<file path="src/rtl/core/dvr_pkg.sv">
// ----------------------------------------------------------------------------
// dvr_pkg
// Shared types and constants for the distance-vector route table: table
// size, status and mode codes, the route record and the cell command bus.
// ----------------------------------------------------------------------------
package dvr_pkg;

  localparam int unsigned TABLE_ENTRIES = 16;
  localparam int unsigned IDX_W         = $clog2(TABLE_ENTRIES);
  localparam int unsigned CNT_W         = $clog2(TABLE_ENTRIES + 1);

  localparam logic [1:0] MODE_LOCAL = 2'd0;
  localparam logic [1:0] MODE_ADV   = 2'd1;
  localparam logic [1:0] MODE_READ  = 2'd2;

  localparam logic [7:0] LOCAL_COST = 8'd1;
  localparam logic [7:0] MAX_COST   = 8'd255;

  typedef enum logic [2:0] {
    ST_UNCHANGED = 3'd0,
    ST_IMPROVED  = 3'd1,
    ST_APPENDED  = 3'd2,
    ST_FULL      = 3'd3,
    ST_LOCAL     = 3'd4,
    ST_READ      = 3'd5
  } status_e;

  typedef enum logic [1:0] {
    S_IDLE,
    S_SEARCH,
    S_UPDATE,
    S_READ
  } state_e;

  typedef struct packed {
    logic [31:0] addr;
    logic [5:0]  prefix;
    logic [7:0]  cost;
    logic [31:0] hop;
  } route_t;

  // Entry handed down the row, OR-combined from the one selected cell
  typedef struct packed {
    route_t           route;
    logic [IDX_W-1:0] idx;
  } bus_t;

  // Broadcast from the sequencer to every cell
  typedef struct packed {
    logic             search;
    logic             update;
    logic             improve_en;
    logic             append;
    logic             read_sel;
    logic [CNT_W-1:0] count;
    logic [IDX_W-1:0] slot;
    route_t           req;
  } cell_cmd_t;

endpackage

</file>
<file path="src/rtl/core/dvr_cell.sv">
// ----------------------------------------------------------------------------
// dvr_cell
// One route table slot. Compares itself against the broadcast request,
// takes part in the first-hit priority chain and drives its entry onto the
// row bus when selected.
// ----------------------------------------------------------------------------
module dvr_cell (
  input  logic                    clk_i,
  input  logic                    rst_ni,
  input  logic [dvr_pkg::IDX_W-1:0] idx_i,
  input  dvr_pkg::cell_cmd_t      cmd_i,
  input  logic                    claim_i,
  output logic                    claim_o,
  input  dvr_pkg::bus_t           bus_i,
  output dvr_pkg::bus_t           bus_o
);
  import dvr_pkg::*;

  route_t entry_q;
  logic   hit_q;
  logic   valid;
  logic   match;
  logic   pick;
  logic   sel;
  logic   improve;
  logic   append;
  bus_t   mine;

  assign valid = CNT_W'(idx_i) < cmd_i.count;
  assign match = valid && (entry_q.addr == cmd_i.req.addr)
                 && (entry_q.prefix == cmd_i.req.prefix);

  assign pick = (cmd_i.update && hit_q) || (cmd_i.read_sel && (idx_i == cmd_i.slot));
  // first picking cell along the row wins
  assign sel     = pick && !claim_i;
  assign claim_o = claim_i || pick;

  assign mine.route = entry_q;
  assign mine.idx   = idx_i;
  assign bus_o      = sel ? (bus_i | mine) : bus_i;

  assign improve = cmd_i.update && cmd_i.improve_en && sel
                   && (entry_q.cost > cmd_i.req.cost);
  assign append  = cmd_i.append && (CNT_W'(idx_i) == cmd_i.count);

  always_ff @(posedge clk_i or negedge rst_ni) begin
    if (!rst_ni) begin
      hit_q   <= 1'b0;
      entry_q <= '0;
    end else begin
      if (cmd_i.search) begin
        hit_q <= match;
      end
      if (append) begin
        entry_q <= cmd_i.req;
      end else if (improve) begin
        entry_q.cost <= cmd_i.req.cost;
        entry_q.hop  <= cmd_i.req.hop;
      end
    end
  end

endmodule

</file>
<file path="config.mk">
export PLATFORM = sky130hd
export DESIGN_NAME = dvr_cell
export DESIGN_NICKNAME = d
export VERILOG_FILES = /design/src/rtl/core/dvr_pkg.sv /design/src/rtl/core/dvr_cell.sv
export SDC_FILE = /design/constraint.sdc
export NUM_CORES = 1
export LEC_CHECK = 0
export ABC_AREA = 1
export BUFFER_PORTS_ARGS = -buffer_cell sky130_fd_sc_hd__buf_2
export CAP_MARGIN = 10
export CELL_PAD_IN_SITES_DETAIL_PLACEMENT = 0
export CELL_PAD_IN_SITES_GLOBAL_PLACEMENT = 1
export CORE_MARGIN = 2
export CORE_UTILIZATION = 31
export DETAILED_ROUTE_END_ITERATION = 12
export GPL_TIMING_DRIVEN = 0
export PLACE_DENSITY_LB_ADDON = 0.1
export SYNTH_ARGS = -nofsm -noshare
export SYNTH_HDL_FRONTEND = slang
export SYNTH_SLANG_ARGS = --single-unit
export TNS_END_PERCENT = 20
</file>
<file path="constraint.sdc">
create_clock -name clk_i -period 1.94 [get_ports clk_i]
set_input_delay 0.194 -clock clk_i [delete_from_list [all_inputs] [get_ports clk_i]]
set_output_delay 0.194 -clock clk_i [all_outputs]
set_load 0.005 [all_outputs]
</file>
==> run summary <==
========================================================================================================
Area fraction in and, or, nand and nor cells after synthesis                                      19.68%
CTS max path bufs                                                                                      2
Largest net degree at the start of global routing                                                     41
Minimum clock period after layout                                                               1.850 ns
Num ports                                                                                            264
Area overhead of the layout relative to synthesis                                                 41.23%
Number of max-cap violations                                                                           0
Required arrival time at the worst endpoint                                                      1.75 ns
Remaining design rule violation count                                                                  0
Later-pin clock latency in the skew report                                                       0.35 ns
Total global routing track utilization                                                            20.02%
Number of nets in the synthesized netlist                                                            751
Effective utilization at floorplan                                                                31.48%
Worst Setup Start Kind                                                                         flip-flop
Number of global-route vias before repair                                                          4,786
Clock sink count                                                                                      79
Iteration count of the initial detailed-routing pass                                                   4
Post-CTS clock slew at the launch and capture registers of the worst setup and hold paths        0.06 ns
Final count of hold timing violations                                                                  0
Achievable clock frequency                                                                    0.5405 GHz
Vias per Instance                                                                                  4.789
Portion of synthesized cell area occupied by the leading cell type                                41.62%
Run status                                                                                     completed
Post-route fraction of the period consumed by the critical path                                   95.37%
Wire length of the first global-routing pass                                                    25.05 mm
Capturing element type of the critical path                                                 primary output
Routed length per placed instance                                                               15.93 µm
Post-Syn Instances                                                                                   558
Hold crit path type                                                                         primary input to flip-flop
Root Buffer Master                                                                          sky130_fd_sc_hd__clkbuf_16
Seq/Total Area, Yosys                                                                             41.62%
Number of nets with antenna violations after detailed routing                                          0
Peak fanout along the critical path                                                                   10
Largest vdd supply drop                                                                        0.4653 mV
Count of distinct cell types in the synthesized netlist                                               25
Arrival @ worst endpoint                                                                         1.66 ns
Die area                                                                                      16,330 µm²
Avg Inst Size Synth                                                                            8.512 µm²
Total grt overflow                                                                                     0
Vias                                                                                               4,918
First-iteration detailed-routing DRC count                                                           176
Final clock skew                                                                             0.004200 ns
Area of the core                                                                              15,090 µm²
Xor/xnor cell area share of the yosys netlist                                                     4.426%
Synth top area cells                                                                        sky130_fd_sc_hd__dfrtp_1, sky130_fd_sc_hd__a31o_2, sky130_fd_sc_hd__nand2_1
Antenna violations before repair                                                                       1
HPWL after detailed placement                                                                   13.00 mm
Post-synthesis register bit count                                                                     79
Post-synth design cell area                                                                     4750 µm²
Worst slew pin tran                                                                            0.6738 ns
Routability congestion estimate                                                                   0.7905
DIE HEIGHT                                                                                      127.8 µm
CTS buffer count                                                                                       9
RSZ-0062 raised after global routing                                                               false
TritonCTS clock tree                                                                               built
Deepest level of the CTS H-tree                                                                        3
Setup Slack @ Placement                                                                       -0.1189 ns
Adder and majority cell fraction of the synthesized area                                          3.161%
Multiplexer fraction of the synthesized cell area                                                 5.690%
Main combinational cell family by area after synthesis                                      simple AND/OR/NAND/NOR gates
Crit Path Category                                                                          flip-flop to primary output
Ratio of cells with drive above 1 in the final layout                                             47.73%
Power per cell area                                                                         896.0 nW/µm²
Horiz. Die Dim                                                                                  127.8 µm
Final worst setup slack                                                                       0.08976 ns
Number of input and output port buffers inserted                                                     263
Leading area contributor after synthesis                                                    sky130_fd_sc_hd__dfrtp_1
Number of max-slew violations in the final report                                                      0
Overall power after layout                                                                      6.010 mW
Reported leakage power                                                                          3.681 nW
# rows                                                                                                45
Post-CTS Setup Bufs                                                                                    0
Warning count from the yosys run                                                                       0
Layout Nets                                                                                        1,026
Synthesized-area fraction occupied by ao, oa, aoi and oai cells                                   17.62%
Drt total wl                                                                                    16.36 mm
Finish-stage setup viols                                                                               0
Hold WS                                                                                       0.03696 ns
Worst slew slack as a fraction of its limit                                                       55.08%
========================================================================================================
-- metrics by stage --
| stage | TNS, ns | cells | utilization, % | cell area, µm² |
|---|---|---|---|---|
| 6_report | 0 | 1027 | 44.45 | 6708 |
| 5_1_grt | 0 | 1026 | 44.44 | 6705 |
| 4_1_cts | 0 | 1027 | 44.39 | 6698 |
| 3_5_place_dp | -1.030 | 1010 | 41.96 | 6331 |
| 3_3_place_gp | -4.082 | 1009 | 41.76 | 6301 |
| 2_1_floorplan | 0 | 558 | - | 4750 |
-- Yosys cell counts, drive strengths merged --
| cell | count |
|---|---|
| mux2 | 24 |
| nor3 | 5 |
| nand4 | 9 |
| xor2 | 9 |
| a21o | 1 |
| inv | 52 |
| xnor2 | 15 |
| o21ai | 17 |
| buf | 23 |
| nor2 | 16 |
| dfrtp | 79 |
| a21oi | 6 |
| o22ai | 2 |
| nand2 | 152 |
| o21bai | 16 |
| nand3 | 44 |
| clkbuf | 10 |
| a31o | 66 |
| ha | 12 |
-- area by class of cell --
class | count | area [µm²]
clock buffers | 9 | 225.2
clock inverters | 7 | 120.1
fillers | 1589 | 8382
inverters | 52 | 195.2
multi-input cells | 394 | 2410
flip-flops and latches | 79 | 1977
well taps | 188 | 235.2
repair buffers | 265 | 1356
plain buffers | 32 | 186.4
diodes | 1 | 2.502
-- registers in the layout (all words and copies together) (netlist names) --
signal   cells
entry_q     78
hit_q        1
-- critical path, cell delays in order (launching register included) --
cell                      delay (ns)
sky130_fd_sc_hd__dfrtp_1        0.41
sky130_fd_sc_hd__nand2_2        0.10
sky130_fd_sc_hd__nand2_2        0.09
sky130_fd_sc_hd__buf_6          0.16
sky130_fd_sc_hd__buf_4          0.19
sky130_fd_sc_hd__a31o_2         0.21
sky130_fd_sc_hd__buf_2          0.14
-- cell usage in the layout, fill, tap and decap left out --
cell type,synthesis,final
sky130_fd_sc_hd__o21ai_0,17,17
sky130_fd_sc_hd__clkinv_2,0,1
sky130_fd_sc_hd__clkinv_4,0,1
sky130_fd_sc_hd__nor3_1,5,5
sky130_fd_sc_hd__dlygate4sd3_1,0,1
sky130_fd_sc_hd__bufinv_16,0,3
sky130_fd_sc_hd__clkbuf_16,0,9
sky130_fd_sc_hd__mux2_2,24,24
sky130_fd_sc_hd__xnor2_1,15,15
sky130_fd_sc_hd__clkbuf_1,10,7
sky130_fd_sc_hd__clkbuf_4,0,1
sky130_fd_sc_hd__nand2_1,151,148
sky130_fd_sc_hd__nand2_2,1,4
sky130_fd_sc_hd__ha_1,12,12
sky130_fd_sc_hd__clkinvlp_4,0,1
sky130_fd_sc_hd__inv_2,2,3
sky130_fd_sc_hd__o21bai_1,16,16
sky130_fd_sc_hd__xor2_1,9,9
sky130_fd_sc_hd__a21oi_1,5,5
sky130_fd_sc_hd__buf_6,1,3
sky130_fd_sc_hd__o22ai_1,2,2
sky130_fd_sc_hd__inv_1,50,49
sky130_fd_sc_hd__nor2_1,16,16
sky130_fd_sc_hd__buf_16,0,1
sky130_fd_sc_hd__a21o_1,1,1
sky130_fd_sc_hd__diode_2,0,1
sky130_fd_sc_hd__dfrtp_1,79,79
sky130_fd_sc_hd__buf_1,3,3
sky130_fd_sc_hd__buf_4,8,8
sky130_fd_sc_hd__clkbuf_2,0,3
sky130_fd_sc_hd__nand3_1,44,44
sky130_fd_sc_hd__nand4_1,9,9
sky130_fd_sc_hd__a31o_2,66,66
sky130_fd_sc_hd__a21oi_2,1,1
sky130_fd_sc_hd__inv_6,0,1
sky130_fd_sc_hd__buf_2,11,270
-- worst paths after layout --
check	from	end	slack, ns	cells after the start
worst max-delay path	hit_q	bus_o[46]	0.09	6
worst min-delay path	cmd_i[13]	entry_q[13]	0.04	3
worst max register to register	entry_q[39]	entry_q[12]	0.13	11
worst min register to register	entry_q[10]	entry_q[10]	0.51	2
max in group asynchronous	rst_ni	entry_q[44]	0.97	3
min in group asynchronous	rst_ni	entry_q[35]	0.37	2
-- where the power goes --
| group | internal (mW) | total (mW) | switching (mW) |
|---|---|---|---|
| sequential | 2.14 | 2.54 | 0.393 |
| combinational | 0.783 | 1.48 | 0.697 |
| clock | 1.26 | 1.99 | 0.733 |
| total | 4.19 | 6.01 | 1.82 |
-- logic make-up (layout without fill, tap and decap cells) --
| group | after synthesis | after routing |
|---|---|---|
| and+or+nand+nor | 226 | 226 |
| AOI/OAI and AO/OA | 108 | 108 |
| buffers and inverters | 85 | 365 |
| DFF | 79 | 79 |
| xor gates and xnor gates | 24 | 24 |
| muxes | 24 | 24 |
| adders and majority gates | 12 | 12 |
| other | 0 | 1 |
-- routing by layer --
layer / GRT usage [%] / up-vias / wire length (µm)
li1: - / 2451 / -
met1: 25.43 / 2255 / 7112
met2: 33.56 / 192 / 7756
met4: 6.981 / 0 / 291
met3: 4.549 / 20 / 1200
met5: 0 / - / 0
-- what timing repair did --
action / 4_1_cts / 5_1_grt
hold buffers: 1 / 0
endpoints found under the setup margin: 50 / 79
resized for setup: 6 / 6
hold endpoints to repair: 39 / 0
No activity file was read; power rests on OpenSTA's default activity.
